[src/rtl/aopb_pkg.sv]
// aopb_pkg: pixel types, register indexes and the rounded 8-bit product
`timescale 1ns / 1ps
`default_nettype none

package aopb_pkg;

    localparam int unsigned CFG_IDX_W = 1;

    localparam logic [CFG_IDX_W-1:0] CFG_CEL_OPACITY   = 1'b0;
    localparam logic [CFG_IDX_W-1:0] CFG_LAYER_OPACITY = 1'b1;

    localparam logic [7:0] OPACITY_RESET = 8'hFF;
    localparam logic [16:0] ROUND_BIAS   = 17'h00080;

    // divider layout: 16-bit dividend, four stages of four steps
    localparam int unsigned NUM_W      = 16;
    localparam int unsigned DIV_STAGES = 4;
    localparam int unsigned DIV_STEPS  = NUM_W / DIV_STAGES;
    localparam int unsigned NUM_CHAN   = 3;

    typedef struct packed {
        logic [7:0] src_red;
        logic [7:0] src_green;
        logic [7:0] src_blue;
        logic [7:0] src_alpha;
        logic [7:0] dst_red;
        logic [7:0] dst_green;
        logic [7:0] dst_blue;
        logic [7:0] dst_alpha;
    } t_in;

    typedef struct packed {
        logic [7:0] out_red;
        logic [7:0] out_green;
        logic [7:0] out_blue;
        logic [7:0] out_alpha;
    } t_out;

    // rounded a*b/255
    function automatic logic [7:0] mul8(input logic [7:0] a, input logic [7:0] b);
        logic [16:0] t;
        logic [17:0] u;
        t = ({9'd0, a} * {9'd0, b}) + ROUND_BIAS;
        u = {1'b0, t} + {9'd0, t[16:8]};
        return u[15:8];
    endfunction

endpackage

`default_nettype wire

[src/rtl/alpha_over_pixel_blend.sv]
// alpha_over_pixel_blend: pipelined source-over blend of one rgba8 pixel pair
`timescale 1ns / 1ps
`default_nettype none

// Composites a source rgba8 pixel over the destination pixel below it with
// non-premultiplied source-over, the source alpha scaled by the rounded product
// of cel and layer opacity. One request enters per clock unless the output is
// stalled. Each request passes through the opacity, scaled alpha, result alpha
// and product stages, then the color divide (dst + (src - dst) * sa / ra), a
// 16-bit restoring divider laid out as four stages of four steps, and then the
// output register that holds the final add. A stall on the output holds the
// whole pipeline; nothing is dropped or repeated. Opacity registers may be
// written only while no request is in flight.
module alpha_over_pixel_blend
    import aopb_pkg::*;
(
    input  wire logic                 i_clk,
    input  wire logic                 i_rst_n,
    input  wire logic                 i_cfg_we,
    input  wire logic [CFG_IDX_W-1:0] i_cfg_idx,
    input  wire logic [7:0]           i_cfg_data,
    input  wire logic                 i_in_valid,
    output logic                      o_in_stall,
    input  wire t_in                  i_in_data,
    output logic                      o_out_valid,
    input  wire logic                 i_out_stall,
    output t_out                      o_out_data
);

    localparam int unsigned NSTG    = 4 + DIV_STAGES;
    localparam int unsigned DIV_LO  = 4;

    typedef struct packed {
        t_in                             pix;
        logic [7:0]                      opa;
        logic [7:0]                      sa;
        logic [7:0]                      ra;
        logic                            skip;
        logic [NUM_CHAN-1:0]             neg;
        logic [NUM_CHAN-1:0][7:0]        rem;
        logic [NUM_CHAN-1:0][NUM_W-1:0]  quo;
    } t_stage;

    logic [7:0]  r_cel_opa;
    logic [7:0]  r_layer_opa;

    t_stage      r_stg [NSTG];
    t_stage      n_stg [NSTG];
    logic [NSTG-1:0] r_vld;
    logic        r_out_vld;
    t_out        r_out;
    t_out        n_out;
    logic        advance;

    // only a full, stalled output register holds the pipe
    assign advance     = !(r_out_vld && i_out_stall);
    assign o_in_stall  = !advance;
    assign o_out_valid = r_out_vld;
    assign o_out_data  = r_out;

    always_ff @(posedge i_clk) begin
        if (!i_rst_n) begin
            r_cel_opa   <= OPACITY_RESET;
            r_layer_opa <= OPACITY_RESET;
        end else if (i_cfg_we) begin
            unique case (i_cfg_idx)
                CFG_CEL_OPACITY:   r_cel_opa   <= i_cfg_data;
                CFG_LAYER_OPACITY: r_layer_opa <= i_cfg_data;
                default: ;
            endcase
        end
    end

    // stage 0: combined opacity
    always_comb begin
        n_stg[0]     = '0;
        n_stg[0].pix = i_in_data;
        n_stg[0].opa = mul8(r_cel_opa, r_layer_opa);
    end

    // stage 1: scaled source alpha
    always_comb begin
        n_stg[1]      = r_stg[0];
        n_stg[1].sa   = mul8(r_stg[0].pix.src_alpha, r_stg[0].opa);
        n_stg[1].skip = (r_stg[0].opa == 8'd0) || (r_stg[0].pix.src_alpha == 8'd0);
    end

    // stage 2: result alpha
    always_comb begin
        logic [7:0] m;
        logic [9:0] sum;
        n_stg[2] = r_stg[1];
        m        = mul8(r_stg[1].pix.dst_alpha, r_stg[1].sa);
        sum      = {2'd0, r_stg[1].pix.dst_alpha} + {2'd0, r_stg[1].sa} - {2'd0, m};
        n_stg[2].ra   = sum[7:0];
        n_stg[2].skip = r_stg[1].skip || (sum[7:0] == 8'd0);
    end

    // stage 3: |src - dst| * sa per channel, sign kept aside
    always_comb begin
        logic [NUM_CHAN-1:0][7:0] s;
        logic [NUM_CHAN-1:0][7:0] d;
        logic [7:0]               mag;
        s = {r_stg[2].pix.src_red, r_stg[2].pix.src_green, r_stg[2].pix.src_blue};
        d = {r_stg[2].pix.dst_red, r_stg[2].pix.dst_green, r_stg[2].pix.dst_blue};
        n_stg[3] = r_stg[2];
        for (int c = 0; c < NUM_CHAN; c++) begin
            n_stg[3].neg[c] = s[c] < d[c];
            mag = (s[c] < d[c]) ? (d[c] - s[c]) : (s[c] - d[c]);
            n_stg[3].quo[c] = {8'd0, mag} * {8'd0, r_stg[2].sa};
            n_stg[3].rem[c] = 8'd0;
        end
    end

    // restoring divide by ra, DIV_STEPS quotient bits per stage
    for (genvar k = DIV_LO; k < NSTG; k++) begin : g_div
        always_comb begin
            logic [8:0] part;
            n_stg[k] = r_stg[k-1];
            for (int c = 0; c < NUM_CHAN; c++) begin
                for (int j = 0; j < DIV_STEPS; j++) begin
                    part = {n_stg[k].rem[c], n_stg[k].quo[c][NUM_W-1]};
                    n_stg[k].quo[c] = {n_stg[k].quo[c][NUM_W-2:0], 1'b0};
                    if (part >= {1'b0, r_stg[k-1].ra}) begin
                        part = part - {1'b0, r_stg[k-1].ra};
                        n_stg[k].quo[c][0] = 1'b1;
                    end
                    n_stg[k].rem[c] = part[7:0];
                end
            end
        end
    end

    // final: dst +/- quotient, low 8 bits
    always_comb begin
        logic [NUM_CHAN-1:0][7:0] d;
        logic [NUM_CHAN-1:0][7:0] v;
        d = {r_stg[NSTG-1].pix.dst_red, r_stg[NSTG-1].pix.dst_green,
             r_stg[NSTG-1].pix.dst_blue};
        for (int c = 0; c < NUM_CHAN; c++) begin
            v[c] = r_stg[NSTG-1].neg[c] ? (d[c] - r_stg[NSTG-1].quo[c][7:0])
                                        : (d[c] + r_stg[NSTG-1].quo[c][7:0]);
        end
        if (r_stg[NSTG-1].skip) begin
            n_out.out_red   = r_stg[NSTG-1].pix.dst_red;
            n_out.out_green = r_stg[NSTG-1].pix.dst_green;
            n_out.out_blue  = r_stg[NSTG-1].pix.dst_blue;
            n_out.out_alpha = r_stg[NSTG-1].pix.dst_alpha;
        end else begin
            n_out.out_red   = v[2];
            n_out.out_green = v[1];
            n_out.out_blue  = v[0];
            n_out.out_alpha = r_stg[NSTG-1].ra;
        end
    end

    always_ff @(posedge i_clk) begin
        if (!i_rst_n) begin
            r_vld     <= '0;
            r_out_vld <= 1'b0;
        end else if (advance) begin
            r_vld     <= {r_vld[NSTG-2:0], i_in_valid};
            r_out_vld <= r_vld[NSTG-1];
        end
    end

    always_ff @(posedge i_clk) begin
        if (advance) begin
            for (int k = 0; k < NSTG; k++) begin
                r_stg[k] <= n_stg[k];
            end
            r_out <= n_out;
        end
    end

    // the pipe only holds when a result is waiting at the output
    a_stall_needs_result: assert property (@(posedge i_clk) disable iff (!i_rst_n)
        o_in_stall |-> r_out_vld)
        else $error("input stalled with no result waiting");

    a_last_stage_moves: assert property (@(posedge i_clk) disable iff (!i_rst_n)
        (advance && r_vld[NSTG-1]) |=> r_out_vld)
        else $error("request lost between last stage and output");

    // sa never exceeds ra, so the quotient fits in 8 bits
    a_quotient_bound: assert property (@(posedge i_clk) disable iff (!i_rst_n)
        (r_vld[NSTG-1] && !r_stg[NSTG-1].skip) |->
            (r_stg[NSTG-1].quo[0][NUM_W-1:8] == '0) &&
            (r_stg[NSTG-1].quo[1][NUM_W-1:8] == '0) &&
            (r_stg[NSTG-1].quo[2][NUM_W-1:8] == '0))
        else $error("blend quotient out of range");

    a_blend_alpha_nonzero: assert property (@(posedge i_clk) disable iff (!i_rst_n)
        (advance && r_vld[NSTG-1] && !r_stg[NSTG-1].skip) |=> (r_out.out_alpha != 8'd0))
        else $error("blended pixel with zero alpha");

    a_skip_passes_dst: assert property (@(posedge i_clk) disable iff (!i_rst_n)
        (advance && r_vld[NSTG-1] && r_stg[NSTG-1].skip) |=>
            (r_out.out_alpha == $past(r_stg[NSTG-1].pix.dst_alpha)) &&
            (r_out.out_red == $past(r_stg[NSTG-1].pix.dst_red)))
        else $error("skipped pixel did not pass destination");

endmodule

`default_nettype wire

[config.mk]
export PLATFORM = sky130hd
export DESIGN_NAME = alpha_over_pixel_blend
export DESIGN_NICKNAME = d
export VERILOG_FILES = /design/src/rtl/aopb_pkg.sv /design/src/rtl/alpha_over_pixel_blend.sv
export SDC_FILE = /design/constraint.sdc
export NUM_CORES = 2
export LEC_CHECK = 0
export BUFFER_PORTS_ARGS = -buffer_cell sky130_fd_sc_hd__buf_2
export CORE_AREA = 2 2 486 488
export CTS_BUF_LIST = sky130_fd_sc_hd__clkbuf_4 sky130_fd_sc_hd__clkbuf_8 sky130_fd_sc_hd__clkbuf_16
export CTS_CLUSTER_SIZE = 30
export DETAILED_ROUTE_END_ITERATION = 10
export DIE_AREA = 0 0 488 490
export SYNTH_ARGS = -nofsm -noshare
export SYNTH_HDL_FRONTEND = slang
export SYNTH_SLANG_ARGS = --single-unit
[constraint.sdc]
create_clock -name i_clk -period 53.5 [get_ports i_clk]
set_clock_uncertainty 0.05 [all_clocks]
set_input_delay 8.025 -clock i_clk [delete_from_list [all_inputs] [get_ports i_clk]]
set_output_delay 8.025 -clock i_clk [all_outputs]
set_load 0.01 [all_outputs]
==> Yosys cells after proc, flatten, opt, wreduce, memory -nomap -nowiden <==
Memories as Yosys holds them, arrays and structs flattened.
Index checks and enable logic that the tools add are counted.
{ "classes": {"mul": 6, "addsub": 68, "magnitude_cmp": 51, "n_reduce_logical": 8, "n_mux": 104, "n_bitwise": 1} }
{ "op_table": {"columns": ["cell", "count"], "rows": [
  ["$sub 8x8->8", 58],
  ["$ge 9x8->1", 48],
  ["$mux 8", 54],
  ["$mul 8x8->16", 6],
  ["$add 16x8->17 const B", 3],
  ["$mux 1", 49],
  ["$add 16x9->16", 3],
  ["$add 8x8->8", 4],
  ["$mux 32", 1],
  ["$logic_not 8->1", 3],
  ["$lt 8x8->1", 3],
  ["$reduce_and 2->1", 2],
  ["$logic_or 1x1->1", 2],
  ["$logic_and 1x1->1", 1],
  ["$not 1->1", 1]
]} }
{ "word_totals": {"in_bits": 78, "register_bits": 57, "ram_bits": 1312, "output_inout_bits": 34, "elab_cells": 247, "mem_count": 1} }
{ "memory_table": {"columns": ["memory", "words", "width", "read_ports", "rd_clocked_by_memory_dff", "wr", "line", "source"], "rows": [
  ["r_stg", 8, 164, 8, 0, 8, "alpha_over_pixel_blend.sv:47", "t_stage r_stg [NSTG];"]
]} }

==> Logic depth before layout (Yosys ltp) <==
An unclocked memory read counts as a cell.
{ "depth": {"ltp_word": 9, "mapped_depth": 44} }

==> Worst setup path before layout <==
Ideal clock, no wire load.
{ "synth_path": {"path_kind": "in2out", "start": "in i_out_stall", "end": "out o_in_stall", "required_time_ns": 45.425, "cell_stages": 2, "setup_slack_ns": 17.600, "n_path_buf": 0, "t_arrival_ns": 27.825, "path_cell_list": "nand2_1 > clkinv_1"} }
{ "synth_between": {"elab_chain_cells": 1} }
{ "synth_rtl": {"columns": ["item", "line", "source"], "rows": [
  ["start: declaration", "alpha_over_pixel_blend.sv:26", "input wire logic i_out_stall,"],
  ["$logic_and 1x1->1", "alpha_over_pixel_blend.sv:56", "assign advance = !(r_out_vld && i_out_stall);"],
  ["end: declaration", "alpha_over_pixel_blend.sv:23", "output logic o_in_stall,"]
]} }
No other way between the ends.

==> Final worst setup path <==
Same ends and word-level chain as after synthesis.

==> results.toml <==
[status]
outcome = "completed"

[final_layout]
share_of_final_layout_standard_cells_stronger_than_drive_strength_1_pct = 9.57
num-fill-cells = 24200
area_growth_pct = 12.7
finish.net_count = 6705

[cts]
post_cts.repair.setup_buffers = 0
clk_transition_reported_paths_ns = 0.06
cts_resized = 0
max-clock-path-buffers = 3
cts.htree.levels = 3
clock_sink_count = 715
worst_skew_pair.late_latency_ns = 0.71
cts_root_buffer = "sky130_fd_sc_hd__clkbuf_16"
cts_tree = "done"
tritoncts.num_buffers = 83
post_cts_hold_buffer_count = 0

[place]
place.gp.congestion = 0.832
dp_hpwl_mm = 100
io_buffers = 111

[setup_path]
timing.critical_path.cells = "buf_2, nand2_4, clkinv_1, buf_2"
cp.required_ns = 45.42
slowest_stage = "sky130_fd_sc_hd__nand2_4"
critPathLaunchType = "primary input"
cpPeakStageDelay_ns = 0.61
worst-path-max-fanout = 71
critPathMostFrequentCell = "sky130_fd_sc_hd__buf_2"
crit_path_end_kind = "output pin"
crit_path_arrival_time_ns = 9.51
path_class = "in2out"

[global_route]
grt_pass1_wl_mm = 213
pin_count_of_the_biggest_net_entering_global_routing = 92
global_route.usage.met2_pct = 18.4
globalRoute.busiestLayer = "met2"
grtUsageMet3_pct = 1.58
globalRouteTotalUtil_pct = 10.9
antenna_found_initial = 8
vias_in_the_first_global_route = 41000
groute.layer.met1.usage_pct = 14.3
grt_overflow_total = 0

[logic_synthesis]
count_of_flip_flops_with_a_built_in_enable_after_synthesis = 690
synth_cell_types = 101
synth_cells = 5499
synth_most_common_cell = "sky130_fd_sc_hd__ha_1"
top_cells_by_instance_count_after_synthesis = "704 x sky130_fd_sc_hd__ha_1, 690 x sky130_fd_sc_hd__edfxtp_1, 653 x sky130_fd_sc_hd__inv_1"
postSynth.asyncResetShare_pct = 0
synth_top_area_share_pct = 35.6
post_syn_nets = 6558
post_synth_instance_area_mm2 = 0.0582
yosys.area.top_type = "sky130_fd_sc_hd__edfxtp_1"
synth_top_flop_cell = "sky130_fd_sc_hd__edfxtp_1"
post_synthesis_register_bit_count = 715
synth.area.top_cells = "sky130_fd_sc_hd__edfxtp_1 36%, sky130_fd_sc_hd__ha_1 15%, sky130_fd_sc_hd__fa_1 9.5%"
synth_seq_area_share_pct = 36.5
total_of_warnings_raised_by_yosys = 0
avgSynthCellArea_um2 = 10.6

[floorplan]
die_area_mm2 = 0.239
core_region_area_mm2 = 0.234
die_h_um = 490
floorplan.initialDensity_pct = 24.9
core.rowCount = 178
floorplan.die.width_um = 488
ioPinCount = 112

[sta]
finalWorstPathRequiredPeriod_ns = 17.58
timing.final.setup_violations = 0
unrepaired_setup_endpoints_after_global_routing = "no"
report.final.hold_viol_count = 0
worst-slew-pin-transition_ns = 1.14
slew_violations = 0
rel_slew_slack_pct = 23.7
max_frequency_mhz = 56.9
final.period_utilization_pct = 32.9
setup_tns_ns = 0

[routing]
vias = 40300
drc = 0
average_wire_per_standard_cell_um = 14.8
drt_first_pass_iters = 5
drtIter0Drc = 2334
via_per_inst = 4.55
drt_wl_total_mm = 132
drtAntennaViolNets = 0

[min_path]
hold_class = "reg2reg"

[flow_run]
max-cap-violations = 0
==> kinds of logic (layout without fill, tap and decap cells) <==
family                   count (synthesis)  count (layout)  synth area share, %
AO/OA/AOI/OAI                          959             959                 11.0
flip-flops                             715             715                 36.5
adder cells (fa/ha/maj)                981             981                 24.7
buffers and inverters                  758             974                 4.93
XOR/XNOR                               325             325                 4.89
AND/OR/NAND/NOR                       1481            1481                 12.6
other                                    0               1                    0
multiplexers                           280             280                 5.38
==> stage by stage <==
stage / instance area, µm² / hold WS [ns] / utilization, % / setup WS (ns) / instances
2_1_floorplan: 58200 / 0.350 / - / 17.60 / 5499
3_3_place_gp: 62700 / 0.351 / 26.8 / 35.84 / 8711
3_5_place_dp: 62700 / 0.355 / 26.8 / 35.82 / 8711
4_1_cts: 65600 / 0.310 / 28.0 / 35.82 / 8865
5_1_grt: 65600 / 0.328 / 28.0 / 35.70 / 8865
6_report: 65600 / 0.317 / 28.0 / 35.92 / 8866
==> final cells by class <==
class                      count  area, µm²  share of cell area [%]
antenna                        1       2.50                 0.00381
clock buffer                  97       2180                    3.33
clock inverter                57        713                    1.09
inverter                     658       2470                    3.77
multi-input combinational   4026      34100                    52.0
sequential                   715      21200                    32.3
tap                         3150       3940                    6.01
timing repair buffer         162        938                    1.43
==> critical path: cells and delay by family <==
kind	cells	cell delay (ns)
buffers and inverters	3	0.85
AND/OR/NAND/NOR	1	0.61
==> worst paths after layout <==
check                        to  slack, ns  depth (start not counted)          start
setup / recovery     o_in_stall      35.92                          4    i_out_stall
hold / removal    r_stg[1][107]       0.32                          0  r_stg[0][599]
setup reg to reg  r_stg[1][383]      42.95                         37  r_stg[1][243]
hold reg to reg   r_stg[1][107]       0.32                          0  r_stg[0][599]
==> per-layer routing <==
metal,vias to the layer above,wire (µm),part of all wire (%)
met5,-,56,0.043
met4,8,3680,2.8
met3,211,5420,4.1
met2,767,62000,47
met1,19600,60400,46
li1,19700,-,-
==> sequential cells by signal, indices dropped and copies added, names as in the netlist <==
| name | cells |
|---|---|
| r_stg | 658 |
| o_out_data | 32 |
| r_cel_opa | 8 |
| r_layer_opa | 8 |
| r_vld | 8 |
| o_out_valid | 1 |
==> layout by cell type, fill, tap and decap left out, drive strengths merged, types with 11 or more instances in the layout <==
cell    Yosys  routed
o211ai     20      20
o31ai      31      31
nor2      297     297
a21boi     44      44
mux2i      91      91
nor2b     140     140
o21ai     218     218
inv       657     661
a21o       99      99
nor4       15      15
buf        15     162
ha        704     704
xor2      107     107
a31oi      21      21
nand2b     44      44
o31a       11      11
xnor2     218     218
mux2      189     189
nand2     445     445
nand3      68      68
o21a       59      59
nand4      57      57
o221ai     19      19
a211oi     24      24
a31o       13      13
a21oi     253     253
or3        22      22
fa        277     277
and2      205     205
nor3      102     102
and3       40      40
clkbuf     85      97
dfxtp      25      25
o21bai     23      23
and4       13      13
edfxtp    690     690
clkinv      1      39
Power is left out: the tool's default activity adds up to more than one toggle a clock period on the data nets, which glitch-free logic cannot reach.
